==> src/hw/rtl/ucs_pkg.sv <==
// types, constants and helper functions shared by the url component splitter
package ucs_pkg;

    // url section that the parser is in
    typedef enum logic [2:0] {
        PH_PROTOCOL,
        PH_HOST,
        PH_PORT,
        PH_PATH,
        PH_QUERY
    } phase_t;

    // part of the "://" marker held back in the protocol section
    typedef enum logic [1:0] {
        HELD_NONE,
        HELD_COLON,
        HELD_COLON_SLASH
    } held_t;

    // port text conversion stage
    typedef enum logic [1:0] {
        NS_SPACE,
        NS_SIGN,
        NS_DIGITS,
        NS_DONE
    } num_stage_t;

    // part tags
    localparam logic [2:0] PART_PROTOCOL = 3'd0;
    localparam logic [2:0] PART_HOST     = 3'd1;
    localparam logic [2:0] PART_PORT     = 3'd2;
    localparam logic [2:0] PART_PATH     = 3'd3;
    localparam logic [2:0] PART_QUERY    = 3'd4;
    localparam logic [2:0] PART_SEP      = 3'd5;

    // end status codes
    localparam logic [1:0] STATUS_OK       = 2'd0;
    localparam logic [1:0] STATUS_NOT_URL  = 2'd1;
    localparam logic [1:0] STATUS_BAD_PORT = 2'd2;

    // characters of interest
    localparam logic [7:0] CH_COLON = 8'h3a;
    localparam logic [7:0] CH_SLASH = 8'h2f;
    localparam logic [7:0] CH_QMARK = 8'h3f;
    localparam logic [7:0] CH_PLUS  = 8'h2b;
    localparam logic [7:0] CH_MINUS = 8'h2d;

    // port magnitude width and product width for the times-ten update
    localparam int MAG_W  = 64;
    localparam int PROD_W = MAG_W + 4;

    // one tagged output byte with its end-of-url information
    typedef struct packed {
        logic [2:0]  part;
        logic [7:0]  ch;
        logic        url_end;
        logic [1:0]  status;
        logic [15:0] port_number;
        logic        port_found;
    } result_t;

    // all results caused by one request
    typedef struct packed {
        result_t [2:0] res;
        logic [1:0]    count;
    } step_out_t;

    // ascii A-Z to lower case
    function automatic logic [7:0] to_lower(input logic [7:0] c);
        logic [7:0] r;
        r = c;
        if (c >= 8'h41 && c <= 8'h5a)
        begin
            r = c + 8'd32;
        end
        return r;
    endfunction

    // space, tab, lf, vt, ff, cr
    function automatic logic is_space(input logic [7:0] c);
        return (c == 8'h20) || (c >= 8'h09 && c <= 8'h0d);
    endfunction

    function automatic logic is_digit(input logic [7:0] c);
        return (c >= 8'h30) && (c <= 8'h39);
    endfunction

endpackage

==> src/hw/rtl/ucs_parse.sv <==
// parser state and per-byte tagging logic of the url component splitter
module ucs_parse
(
    input  logic                clk,
    input  logic                rst_n,
    input  logic                advance,
    input  logic [7:0]          char_in,
    input  logic                last_char,
    output ucs_pkg::step_out_t  step_out
);

    ucs_pkg::phase_t               phase_reg, phase_next;
    ucs_pkg::held_t                held_reg, held_next;
    ucs_pkg::num_stage_t           ns_reg, ns_next;
    logic                          neg_reg, neg_next;
    logic                          seen_reg, seen_next;
    logic                          rex_reg, rex_next;
    logic [ucs_pkg::MAG_W-1:0]     mag_reg, mag_next;

    logic [ucs_pkg::PROD_W-1:0]    prod;
    logic [ucs_pkg::PROD_W-1:0]    limit;

    // magnitude times ten plus the digit, and the long limit for the sign
    assign prod = ({4'b0, mag_reg} << 3) + ({4'b0, mag_reg} << 1)
                + {{(ucs_pkg::PROD_W-4){1'b0}}, char_in[3:0]};
    assign limit = neg_reg ? {4'b0, 1'b1, {(ucs_pkg::MAG_W-1){1'b0}}}
                           : {5'b0, {(ucs_pkg::MAG_W-1){1'b1}}};

    // state registers
    always_ff @(posedge clk or negedge rst_n)
    begin
        if (!rst_n)
        begin
            phase_reg <= ucs_pkg::PH_PROTOCOL;
            held_reg  <= ucs_pkg::HELD_NONE;
            ns_reg    <= ucs_pkg::NS_SPACE;
            neg_reg   <= 1'b0;
            seen_reg  <= 1'b0;
            rex_reg   <= 1'b0;
            mag_reg   <= '0;
        end
        else if (advance)
        begin
            phase_reg <= phase_next;
            held_reg  <= held_next;
            ns_reg    <= ns_next;
            neg_reg   <= neg_next;
            seen_reg  <= seen_next;
            rex_reg   <= rex_next;
            mag_reg   <= mag_next;
        end
    end

    // next state and tagged results for one byte
    always_comb
    begin
        logic [1:0] n;
        logic       do_proto;
        logic [1:0] st;
        logic [1:0] last_idx;
        logic [15:0] port;

        phase_next = phase_reg;
        held_next  = held_reg;
        ns_next    = ns_reg;
        neg_next   = neg_reg;
        seen_next  = seen_reg;
        rex_next   = rex_reg;
        mag_next   = mag_reg;
        step_out   = '0;
        n          = 2'd0;
        do_proto   = 1'b0;
        st         = ucs_pkg::STATUS_OK;
        last_idx   = 2'd0;
        port       = 16'd0;

        unique case (phase_reg)
            ucs_pkg::PH_PROTOCOL:
            begin
                unique case (held_reg)
                    ucs_pkg::HELD_NONE:
                    begin
                        do_proto = 1'b1;
                    end
                    ucs_pkg::HELD_COLON:
                    begin
                        if (char_in == ucs_pkg::CH_SLASH)
                        begin
                            held_next = ucs_pkg::HELD_COLON_SLASH;
                        end
                        else
                        begin
                            held_next = ucs_pkg::HELD_NONE;
                            step_out.res[n].part = ucs_pkg::PART_PROTOCOL;
                            step_out.res[n].ch   = ucs_pkg::CH_COLON;
                            n = n + 2'd1;
                            do_proto = 1'b1;
                        end
                    end
                    default:
                    begin
                        held_next = ucs_pkg::HELD_NONE;
                        if (char_in == ucs_pkg::CH_SLASH)
                        begin
                            // marker confirmed
                            step_out.res[0].part = ucs_pkg::PART_SEP;
                            step_out.res[0].ch   = ucs_pkg::CH_COLON;
                            step_out.res[1].part = ucs_pkg::PART_SEP;
                            step_out.res[1].ch   = ucs_pkg::CH_SLASH;
                            step_out.res[2].part = ucs_pkg::PART_SEP;
                            step_out.res[2].ch   = ucs_pkg::CH_SLASH;
                            n = 2'd3;
                            phase_next = ucs_pkg::PH_HOST;
                        end
                        else
                        begin
                            // marker broken, release held bytes
                            step_out.res[0].part = ucs_pkg::PART_PROTOCOL;
                            step_out.res[0].ch   = ucs_pkg::CH_COLON;
                            step_out.res[1].part = ucs_pkg::PART_PROTOCOL;
                            step_out.res[1].ch   = ucs_pkg::CH_SLASH;
                            n = 2'd2;
                            do_proto = 1'b1;
                        end
                    end
                endcase
            end
            ucs_pkg::PH_HOST:
            begin
                if (char_in == ucs_pkg::CH_SLASH)
                begin
                    step_out.res[0].part = ucs_pkg::PART_PATH;
                    step_out.res[0].ch   = char_in;
                    phase_next = ucs_pkg::PH_PATH;
                end
                else if (char_in == ucs_pkg::CH_COLON)
                begin
                    step_out.res[0].part = ucs_pkg::PART_SEP;
                    step_out.res[0].ch   = char_in;
                    phase_next = ucs_pkg::PH_PORT;
                end
                else
                begin
                    step_out.res[0].part = ucs_pkg::PART_HOST;
                    step_out.res[0].ch   = ucs_pkg::to_lower(char_in);
                end
                n = 2'd1;
            end
            ucs_pkg::PH_PORT:
            begin
                if (char_in == ucs_pkg::CH_SLASH)
                begin
                    step_out.res[0].part = ucs_pkg::PART_PATH;
                    phase_next = ucs_pkg::PH_PATH;
                end
                else
                begin
                    step_out.res[0].part = ucs_pkg::PART_PORT;
                    // decimal conversion of the port text
                    if (ns_reg == ucs_pkg::NS_SPACE && ucs_pkg::is_space(char_in))
                    begin
                        ns_next = ns_reg;
                    end
                    else if (ns_reg == ucs_pkg::NS_SPACE &&
                             (char_in == ucs_pkg::CH_PLUS || char_in == ucs_pkg::CH_MINUS))
                    begin
                        neg_next = (char_in == ucs_pkg::CH_MINUS);
                        ns_next  = ucs_pkg::NS_SIGN;
                    end
                    else if (ns_reg == ucs_pkg::NS_DONE)
                    begin
                        ns_next = ns_reg;
                    end
                    else if (!ucs_pkg::is_digit(char_in))
                    begin
                        ns_next = ucs_pkg::NS_DONE;
                    end
                    else
                    begin
                        ns_next   = ucs_pkg::NS_DIGITS;
                        seen_next = 1'b1;
                        if (!rex_reg)
                        begin
                            if (prod > limit)
                            begin
                                rex_next = 1'b1;
                            end
                            else
                            begin
                                mag_next = prod[ucs_pkg::MAG_W-1:0];
                            end
                        end
                    end
                end
                step_out.res[0].ch = char_in;
                n = 2'd1;
            end
            ucs_pkg::PH_PATH:
            begin
                if (char_in == ucs_pkg::CH_QMARK)
                begin
                    step_out.res[0].part = ucs_pkg::PART_SEP;
                    phase_next = ucs_pkg::PH_QUERY;
                end
                else
                begin
                    step_out.res[0].part = ucs_pkg::PART_PATH;
                end
                step_out.res[0].ch = char_in;
                n = 2'd1;
            end
            default:
            begin
                step_out.res[0].part = ucs_pkg::PART_QUERY;
                step_out.res[0].ch   = char_in;
                n = 2'd1;
            end
        endcase

        // ordinary protocol byte, a colon may start the marker
        if (do_proto)
        begin
            if (char_in == ucs_pkg::CH_COLON)
            begin
                held_next = ucs_pkg::HELD_COLON;
            end
            else
            begin
                step_out.res[n].part = ucs_pkg::PART_PROTOCOL;
                step_out.res[n].ch   = ucs_pkg::to_lower(char_in);
                n = n + 2'd1;
            end
        end

        // end of url: release held bytes, report status, clear state
        if (last_char)
        begin
            if (held_next != ucs_pkg::HELD_NONE)
            begin
                step_out.res[n].part = ucs_pkg::PART_PROTOCOL;
                step_out.res[n].ch   = ucs_pkg::CH_COLON;
                n = n + 2'd1;
            end
            if (held_next == ucs_pkg::HELD_COLON_SLASH)
            begin
                step_out.res[n].part = ucs_pkg::PART_PROTOCOL;
                step_out.res[n].ch   = ucs_pkg::CH_SLASH;
                n = n + 2'd1;
            end

            if (phase_next == ucs_pkg::PH_PROTOCOL)
            begin
                st = ucs_pkg::STATUS_NOT_URL;
            end
            else if (rex_next || (!neg_next && mag_next[ucs_pkg::MAG_W-1:16] != '0))
            begin
                st = ucs_pkg::STATUS_BAD_PORT;
            end
            else
            begin
                st = ucs_pkg::STATUS_OK;
            end

            if (st == ucs_pkg::STATUS_OK && seen_next)
            begin
                port = neg_next ? (16'd0 - mag_next[15:0]) : mag_next[15:0];
            end

            last_idx = n - 2'd1;
            step_out.res[last_idx].url_end     = 1'b1;
            step_out.res[last_idx].status      = st;
            step_out.res[last_idx].port_number = port;
            step_out.res[last_idx].port_found  = seen_next;

            phase_next = ucs_pkg::PH_PROTOCOL;
            held_next  = ucs_pkg::HELD_NONE;
            ns_next    = ucs_pkg::NS_SPACE;
            neg_next   = 1'b0;
            seen_next  = 1'b0;
            rex_next   = 1'b0;
            mag_next   = '0;
        end

        step_out.count = n;
    end

endmodule

==> src/hw/rtl/ucs_rbuf.sv <==
// three-entry result register that drains one tagged byte per cycle while out_ready is high
module ucs_rbuf
(
    input  logic                clk,
    input  logic                rst_n,
    input  logic                load,
    input  ucs_pkg::step_out_t  step_out,
    output logic                can_load,
    output logic                out_valid,
    input  logic                out_ready,
    output ucs_pkg::result_t    head
);

    logic [1:0]                 count_reg, count_next;
    ucs_pkg::result_t [2:0]     entry_reg, entry_next;
    logic                       pop;

    assign out_valid = (count_reg != 2'd0);
    assign pop       = out_valid && out_ready;
    assign can_load  = (count_reg == 2'd0) || (count_reg == 2'd1 && out_ready);
    assign head      = entry_reg[0];

    // load a new set of results or shift one out
    always_comb
    begin
        count_next = count_reg;
        entry_next = entry_reg;
        if (load)
        begin
            entry_next = step_out.res;
            count_next = step_out.count;
        end
        else if (pop)
        begin
            entry_next[0] = entry_reg[1];
            entry_next[1] = entry_reg[2];
            count_next    = count_reg - 2'd1;
        end
    end

    // fill count
    always_ff @(posedge clk or negedge rst_n)
    begin
        if (!rst_n)
        begin
            count_reg <= 2'd0;
        end
        else
        begin
            count_reg <= count_next;
        end
    end

    // result payload
    always_ff @(posedge clk)
    begin
        entry_reg <= entry_next;
    end

endmodule

==> src/hw/rtl/url_component_splitter.sv <==
// top level of the url component splitter
//
// Input channel: one url byte per request on char_in, with last_char set on
// the final byte of a url. Output channel: tagged bytes (part, char_out);
// the final result of a url carries url_end, status, port_number and
// port_found. Both channels use valid/ready.
// An accepted byte waits in the input register, where the parser tags it;
// its results are then loaded into the result register, from which the
// first result shows on out_valid.
// Throughput is one byte per cycle while each byte yields one result and
// out_ready stays high. A byte that yields two or three results (the '://'
// marker or released marker bytes) holds the input register until the result
// register has drained to its last entry; a held ':' or ":/" yields no result for that byte.
// Reset clears the parser to the protocol section and empties both
// registers. When the receiver stalls, the result register keeps its data,
// the parser waits, and in_ready drops once the input register is full.
module url_component_splitter
(
    input  logic        clk,
    input  logic        rst_n,
    input  logic        in_valid,
    output logic        in_ready,
    input  logic [7:0]  char_in,
    input  logic        last_char,
    output logic        out_valid,
    input  logic        out_ready,
    output logic [2:0]  part,
    output logic [7:0]  char_out,
    output logic        url_end,
    output logic [1:0]  status,
    output logic [15:0] port_number,
    output logic        port_found
);

    logic               in_valid_reg, in_valid_next;
    logic [7:0]         char_reg;
    logic               last_reg;
    logic               can_load;
    logic               consume;
    ucs_pkg::step_out_t step_out;
    ucs_pkg::result_t   head;

    // input register handshake
    assign consume       = in_valid_reg && can_load;
    assign in_ready      = !in_valid_reg || consume;
    assign in_valid_next = (in_valid && in_ready) ? 1'b1 :
                           (consume ? 1'b0 : in_valid_reg);

    always_ff @(posedge clk or negedge rst_n)
    begin
        if (!rst_n)
        begin
            in_valid_reg <= 1'b0;
        end
        else
        begin
            in_valid_reg <= in_valid_next;
        end
    end

    // input payload
    always_ff @(posedge clk)
    begin
        if (in_valid && in_ready)
        begin
            char_reg <= char_in;
            last_reg <= last_char;
        end
    end

    // byte parser
    ucs_parse u_parse
    (
        .clk       (clk),
        .rst_n     (rst_n),
        .advance   (consume),
        .char_in   (char_reg),
        .last_char (last_reg),
        .step_out  (step_out)
    );

    // result register
    ucs_rbuf u_rbuf
    (
        .clk       (clk),
        .rst_n     (rst_n),
        .load      (consume),
        .step_out  (step_out),
        .can_load  (can_load),
        .out_valid (out_valid),
        .out_ready (out_ready),
        .head      (head)
    );

    assign part        = head.part;
    assign char_out    = head.ch;
    assign url_end     = head.url_end;
    assign status      = head.status;
    assign port_number = head.port_number;
    assign port_found  = head.port_found;

`ifndef SYNTHESIS
    // end information only on the final result of a url
    a_end_fields_only_on_end: assert property (@(posedge clk) disable iff (!rst_n)
        out_valid && !url_end |-> status == ucs_pkg::STATUS_OK && !port_found
                                  && port_number == 16'd0)
        else $error("end fields set on a result without url_end");

    // a port number is reported only for a good url with a converted port
    a_port_only_when_ok: assert property (@(posedge clk) disable iff (!rst_n)
        out_valid && url_end && port_number != 16'd0
            |-> status == ucs_pkg::STATUS_OK && port_found)
        else $error("port number reported without a valid port");

    // a waiting request is taken in as soon as the result register is empty
    a_no_stall_when_empty: assert property (@(posedge clk) disable iff (!rst_n)
        in_valid_reg && !out_valid |-> consume)
        else $error("parser stalled with an empty result register");
`endif

endmodule
==> config.mk <==
export PLATFORM = sky130hd
export DESIGN_NAME = url_component_splitter
export DESIGN_NICKNAME = d
export VERILOG_FILES = /design/src/hw/rtl/ucs_pkg.sv /design/src/hw/rtl/ucs_parse.sv /design/src/hw/rtl/ucs_rbuf.sv /design/src/hw/rtl/url_component_splitter.sv
export SDC_FILE = /design/constraint.sdc
export NUM_CORES = 1
export LEC_CHECK = 0
export BUFFER_PORTS_ARGS = -buffer_cell sky130_fd_sc_hd__buf_2
export CAP_MARGIN = 30
export CORE_ASPECT_RATIO = 0.7
export CORE_MARGIN = 3
export CORE_UTILIZATION = 40
export DETAILED_ROUTE_END_ITERATION = 8
export GPL_TIMING_DRIVEN = 0
export MAX_ROUTING_LAYER = met4
export SKIP_LAST_GASP = 1
export SYNTH_ARGS = -nofsm -noshare
export SYNTH_HDL_FRONTEND = slang
export SYNTH_SLANG_ARGS = --single-unit
==> constraint.sdc <==
create_clock -name clk -period 9.4 [get_ports clk]
set_clock_uncertainty 0.1 [all_clocks]
set_input_delay 0 -clock clk [delete_from_list [all_inputs] [get_ports clk]]
set_output_delay 0 -clock clk [all_outputs]
set_load 0.05 [all_outputs]
## After elaboration in Yosys (flattened, before gate mapping)

Cells that the tools add are included.
Widths: inputs -> output; s select.

- Order comparisons: 15
- Equal/unequal tests: 16
- Multiplexer cells: 132
- Reduce and logical (&&, ||, !) cells: 36
- Add/subtract/negate cells: 9

Operators with widths:

| operator | count |
|---|---|
| $bwmux 93 | 10 |
| $mux 93 | 7 |
| $mux 64 | 10 |
| $demux 31 s2 | 10 |
| $mux 62 | 2 |
| $mux 11 | 9 |
| $mux 31 | 3 |
| $mux 28 | 3 |
| $add 67x65->68 | 1 |
| $add 68x4->68 | 1 |
| $gt 68x68->1 | 1 |
| $eq 8x6->1 const B | 6 |
| $mux 16 | 3 |
| $mux 2 | 24 |
| $reduce_bool 48->1 | 1 |
| $pmux 11 s4 | 1 |
| $mux 1 | 31 |
| $mux 3 | 8 |
| $mux 8 | 3 |
| $pmux 11 s2 | 1 |
| $mux 20 | 1 |
| $mux 19 | 1 |
| $mux 17 | 1 |
| $sub 1x16->16 const A | 1 |
| other kinds (28) | 69 |

- Output and inout port bits: 33
- Bits of input ports: 13
- Bits in registers: 179
- Word-level logic and storage cells: 237

## Longest topological paths before layout

Gate-level depths: netlist of run 1.

- Word-level depth: 26
- Mapped depth: 34
- Gate-level depth less buffers: 32

## Modules after synthesis

From an unflattened synthesis of run 1, not the netlist that was laid out.

- Cell total of the unflattened synthesis: 2003
- Area total of the unflattened synthesis: 17778.3 sq um

Modules (own cells, without submodules):

| module | area each (sq um) | instances | seq. area each (sq um) | cells each |
|---|---|---|---|---|
| ucs_parse | 13487.9 | 1 | 1851.8 | 1777 |
| ucs_rbuf | 3960.0 | 1 | 2842.7 | 212 |
| url_component_splitter | 330.3 | 1 | 295.3 | 14 |

## Worst setup path before layout of run 1

No wires, ideal clock.

- Path kind: reg-to-reg
- From: register char_reg[3]
- To: register u_rbuf.entry_reg (netlist bit u_rbuf.head[15]) (data pin)
- Required time: 9032 ps
- Data arrival time: 7129 ps
- Clock period less this slack: 7498 ps
- Path buffers: 3
- Library setup time: 268 ps
- Cell stages (with the launch flop): 31
- Path slack: 1902 ps
- Path through: edfxtp_1 fa_1 ha_1 nor2b_1 o2111ai_1 a21oi_2 o211a_1 or3_1 buf_2 a21o_1 a311oi_1 ha_1 and2_0 a221o_1 a221oi_1 o21ai_0 o21a_1 nor3_1 nand3_1 or4_1 buf_2 clkbuf_1 a21oi_1 ha_1 nand2b_1 nor4b_1 nand2b_1 o21ai_0 xnor2_1 o21ai_0 o31ai_1

RTL lines:

| item | RTL line | source |
|---|---|---|
| start: declaration | url_component_splitter.sv:36 | `logic [7:0] char_reg;` |
| start signal: assignment | url_component_splitter.sv:66 | `char_reg <= char_in;` |
| end signal: assignment | ucs_rbuf.sv:57 | `entry_reg <= entry_next;` |
| end: declaration | ucs_rbuf.sv:15 | `ucs_pkg::result_t [2:0] entry_reg, entry_next;` |

==> reports/qor.txt, run 1 <==
outcome = finished, final reports clean
Congestion Overflow GR = 0
final-stage net count = 2289
MaxCap Viol Count = 0
reg2reg end = u_rbuf.head[15]
detailed placer's ending HPWL = 45600 um
share of cells above drive strength 1 = 9.93%
placed cells = 2575
Residual DRC = 0
EDFF count, synth = 98
worst hold slack = 0.134 ns
Hold Fails Final Rpt = 0
Syn Inst Count = 1991
Initial DRC Count = 1841
most used cell, CP = ha_1
area delta synth->final = 10.8%
Routability Congestion = 0.990
Post-synth top flop = edfxtp_1
H-Tree Level Count = 4
area of the multi-input gates = 10900 um2
cts bufs inserted = 17
IO Port Bufs = 45
Critical Path Fanout Max = 19
via count = 16096
Setup crit end kind = flip-flop
syn avg cell area = 8.35 um2
Worst Hold Path EP = char_reg[2]
crit path time final = 8.96 ns
Clock Tree Root = clkbuf_16
vias in the first global route = 14883
Routed WL = 57500 um
synthesized flop and latch total = 175
fin worst setup slack = 0.436 ns
starting density of the core = 41.2%
Worst R2R Path Depth = 29
unrepaired setup endpoints after global routing = false
Layout fillers = 3957
CTS Buffer Depth = 2
total track usage = 26.8%
Cell Area, Synth = 16600 um2
Crit path buffers/inverters = 2
antenna-violating nets left = 0
postcts setup bufs = 0
FF+latch area = 4870 um2
Hold Crit Class = in2reg
fmax = 112 MHz
row cnt = 61
Final Max Slew Viols = 0
Critical R2R Launch = u_parse.mag_reg[33]
initial antenna violation count = 2
Reg2Reg Setup Slack = 0.44 ns
Max stage delay on crit path = 0.83 ns
crit path launch type = flip-flop
critical path's top delay family = compound AO/OA/AOI/OAI gates
die area = 44100 um2
post-synthesis sequential area ratio = 29.3%
critical path arrival = 9.08 ns
Skew-Pair Late Insertion Delay = 0.48 ns
wire length per cell = 21.9 um
required time worst endpoint = 9.52 ns
Max stage delay cell, worst path = a211oi_1
final cell count without fillers = 2622
max-slew headroom at the worst pin = 24.2%
Hold Startpoint = char_in[2]
# IOs = 46
Crit Path Class = reg2reg
core outline area = 40400 um2
actual slew at the worst max-slew pin = 1.13 ns
first-pass GRT wire length = 89000 um
placed instance area = 17600 um2
part of the cycle the worst path needs = 95.4%
synth warn = 0
setup violators final = 0
Detailed Routing Iterations Pass 1 = 6
CTS tree = done
die height = 177 um
clock sinks = 175
Crit. Startpoint = u_parse.mag_reg[33]
Hold Path Stages = 2
DIE WIDTH = 250 um
CTS clk-pin slew, worst paths = 0.08 ns
post-detailed-route via-to-cell ratio = 6.14
final instance area = 18400 um2
largest net degree at the start of global routing = 65
ys async rst share = 44.0%
Largest register FFs = 64
syn_nets = 2208
Yosys cell types = 92
pre-CTS WS = -0.397 ns
[synthesized netlist by cell type (25+ instances only)]
cell type,number,area share (%)
ha_1,202,15
nand2_1,309,7.0
xnor2_1,34,1.8
nand4_1,44,1.7
o21ai_0,166,5.0
a21oi_1,149,4.5
buf_2,30,0.90
dfrtp_1,77,12
edfxtp_1,98,18
inv_1,43,0.97
nand3_1,26,0.78
clkbuf_1,60,1.4
a21o_1,25,1.1
a21boi_0,60,2.7
buf_4,31,1.4
nor4_1,30,1.1
o31ai_1,41,1.9
nor3_1,42,1.3
xor2_1,34,1.8
nor2_1,137,3.1
[what timing repair did]
action,in CTS,in global routing
gates resized for setup,0,11
hold endpoints to repair,94,0
setup endpoints to repair,14,28
pin swaps,0,0
hold buffers,14,0
[routing by layer]
| metal | wire, um | GRT usage [%] | vias up |
|---|---|---|---|
| met2 | 21800 | 33.8 | 653 |
| met1 | 28800 | 41.1 | 7809 |
| li1 | - | - | 7564 |
| met5 | 0 | - | - |
| met4 | 1130 | 6.96 | 0 |
| met3 | 5740 | 6.96 | 70 |
[placed cells by master (no fill, tap or decap), types with 8 or more instances in the layout]
master	n
edfxtp_1	98
a21o_1	25
clkbuf_16	17
and4_1	8
nand3_1	26
and2_1	20
mux2i_1	11
o21bai_1	13
nand2b_1	9
or4_1	10
xnor2_1	34
o31ai_1	41
or3_1	18
a211oi_1	24
o211ai_1	13
clkbuf_1	58
o21ai_0	163
nor3_2	14
nand2_1	309
nor2b_1	14
nor3_1	42
dlygate4sd3_1	13
a22oi_1	10
inv_1	43
nor2_1	137
buf_4	32
buf_2	74
and3_1	11
o21ai_1	15
ha_1	202
a21oi_1	148
o21a_1	8
nand4_1	44
dfrtp_1	76
a21boi_0	60
nor4_1	29
a31oi_1	10
xor2_1	34
[layout make-up]
class / instances / area share (%)
flip-flops and latches: 175 / 26.4
multi-input cells: 1641 / 59.4
well taps: 535 / 3.63
repair buffers: 63 / 2.49
diodes: 2 / 0.0272
plain buffers: 130 / 3.75
clock buffers: 17 / 2.31
clock inverters: 15 / 1.05
inverters: 44 / 0.896
[kinds of logic after synthesis]
| group | synth area share (%) |
|---|---|
| buf+inv | 5.14 |
| mux | 0.925 |
| flops | 29.3 |
| simple gates | 21.3 |
| xor+xnor | 3.58 |
| fa+ha+maj | 15.4 |
| compound gates | 24.4 |
[worst max path at each step]
stage / endpoint / slack, ns / cells after the start
6_report: u_rbuf.head[15] / 0.44 / 29
5_1_grt: u_rbuf.head[15] / 0.02 / 29
4_1_cts: u_rbuf.head[15] / 0.01 / 30
3_5_place_dp: u_rbuf.head[15] / -0.40 / 31
3_3_place_gp: u_rbuf.head[15] / -0.23 / 31
2_1_floorplan: u_rbuf.head[15] / 1.90 / 30
[through the flow]
step                      utilization (%)  setup TNS [ns]
final                                45.6               0
after detailed placement             43.6           -2.72
after global placement               43.4           -1.11
after CTS                            45.5               0
after global routing                 45.6               0
after floorplan                         -               0
Power of run 1 is left out: the tool's default activity adds up to more than one toggle a clock period on the data nets, which glitch-free logic cannot reach.
==> run 2: changes to the inputs <==
==> constraint.sdc (replaced) <==
create_clock -name clk -period 9.4 [get_ports clk]
set_clock_uncertainty 0.1 [all_clocks]
set_input_delay 2.35 -clock clk [delete_from_list [all_inputs] [get_ports clk]]
set_output_delay 2.35 -clock clk [all_outputs]
set_load 0.05 [all_outputs]
==> reports/qor.txt, run 2 (synthesis results as in run 1) <==
outcome = finished, final reports clean (unchanged)
Clock Tree Root = clkbuf_16 (unchanged)
actual slew at the worst max-slew pin = 1.09 ns (was 1.13 ns)
Hold Crit Class = reg2reg (was in2reg)
final-stage net count = 2275 (was 2289)
placed instance area = 17600 um2 (unchanged)
vias in the first global route = 14810 (was 14883)
setup violators final = 0 (unchanged)
leading cell type in the layout, fill and taps excluded = nand2_1 (unchanged)
first-pass GRT wire length = 88800 um (was 89000 um)
cts bufs inserted = 17 (unchanged)
Routed WL = 57600 um (was 57500 um)
part of the cycle the worst path needs = 95.1% (was 95.4%)
Initial DRC Count = 1782 (was 1841)
starting density of the core = 41.2% (unchanged)
Skew-Pair Late Insertion Delay = 0.48 ns (about the same)
Detailed Routing Iterations Pass 1 = 6 (unchanged)
die area = 44100 um2 (unchanged)
most frequent cells in the layout = nand2_1, ha_1, o21ai_0 (unchanged)
max-slew headroom at the worst pin = 26.8% (was 24.2%)
Congestion Overflow GR = 0 (unchanged)
clock sinks = 175 (unchanged)
Final Max Slew Viols = 0 (unchanged)
final cell count without fillers = 2609 (was 2622)
post-cts gate resize count = 0 (unchanged)
DIE WIDTH = 250 um (unchanged)
detailed placer's ending HPWL = 45600 um (unchanged)
Max stage delay on crit path = 0.88 ns (was 0.83 ns)
Crit Path Class = reg2reg (unchanged)
Largest register FFs = 64 (unchanged)
area delta synth->final = 9.88% (was 10.8%)
required time worst endpoint = 9.68 ns (was 9.52 ns)
initial antenna violation count = 2 (unchanged)
most used cell, CP = ha_1 (unchanged)
unrepaired setup endpoints after global routing = false (unchanged)
placed cells = 2575 (unchanged)
wire length per cell = 22.1 um (was 21.9 um)
Crit path buffers/inverters = 4 (was 2)
fmax = 112 MHz (about the same)
Residual DRC = 0 (unchanged)
Hold Fails Final Rpt = 0 (unchanged)
critical path arrival = 9.22 ns (was 9.08 ns)
postcts setup bufs = 0 (unchanged)
H-Tree Level Count = 4 (unchanged)
# IOs = 46 (unchanged)
Critical Path Fanout Max = 19 (unchanged)
via count = 16073 (was 16096)
Setup crit end kind = flip-flop (unchanged)
Max stage delay cell, worst path = nor2_1 (was a211oi_1)
crit path launch type = flip-flop (unchanged)
share of cells above drive strength 1 = 9.95% (was 9.93%)
# hold bufs at CTS = 0 (was 14)
CTS clk-pin slew, worst paths = 0.09 ns (was 0.08 ns)
die height = 177 um (unchanged)
core outline area = 40400 um2 (unchanged)
final instance area = 18300 um2 (was 18400 um2)
CTS Buffer Depth = 2 (unchanged)
row cnt = 61 (unchanged)
post-detailed-route via-to-cell ratio = 6.16 (was 6.14)
CTS tree = done (unchanged)
critical path's top delay family = simple AND/OR/NAND/NOR gates (was compound AO/OA/AOI/OAI gates)
total track usage = 26.7% (was 26.8%)
MaxCap Viol Count = 0 (unchanged)
Routability Congestion = 0.990 (unchanged)
antenna-violating nets left = 0 (unchanged)
largest net degree at the start of global routing = 65 (unchanged)
crit path time final = 8.94 ns (was 8.96 ns)
IO Port Bufs = 45 (unchanged)
## run 2: cell types whose count changed in the layout (fill, tap and decap cells not counted)
cell	previous run	this run
diode_2	2	3
buf_12	2	1
dlygate4sd3_1	13	0
## run 2: cell type report
| type | instances | area [um2] |
|---|---|---|
| antenna | 3 | 7.51 |
| buffer | 130 | 691 |
| clock buffer | 17 | 425 |
| clock inverter | 15 | 194 |
| fill | 3968 | 22100 |
| inverter | 44 | 165 |
| multi-input combinational | 1641 | 10900 |
| sequential | 175 | 4870 |
| tap | 535 | 669 |
| timing repair buffer | 49 | 308 |
## run 2: routing by layer
layer,vias to the layer above,wire (um),track usage (%)
met5,-,0,-
met4,0,1130,6.91
met3,66,5630,6.95
met2,627,21800,33.6
met1,7855,29000,41.1
li1,7525,-,-
## run 2: path summary, 6_finish.rpt
path	startpoint	end	slack, ns	depth (start not counted)
setup / recovery	u_parse.mag_reg[33]	u_parse.mag_reg[59]	0.46	25
hold reg to reg	u_rbuf.count_reg[1]	u_rbuf.count_reg[1]	0.40	1
setup reg to reg	u_parse.mag_reg[33]	u_parse.mag_reg[59]	0.46	25
min in group asynchronous	rst_n	u_parse.mag_reg[39]	1.71	1
hold / removal	u_rbuf.count_reg[1]	u_rbuf.count_reg[1]	0.40	1
max in group asynchronous	rst_n	u_parse.mag_reg[1]	6.83	2
## run 2: stage by stage
stage               hold slack [ns]  utilization, %  TNS, ns  setup slack [ns]
floorplan                     0.364               -        0              1.90
global placement              0.376            43.4    -1.11            -0.233
detailed placement            0.383            43.6    -2.72            -0.397
CTS                           0.402            45.2        0            0.0101
global route                  0.436            45.3        0            0.0229
finish                        0.400            45.3        0             0.457
Power of run 2 is left out for the same reason.
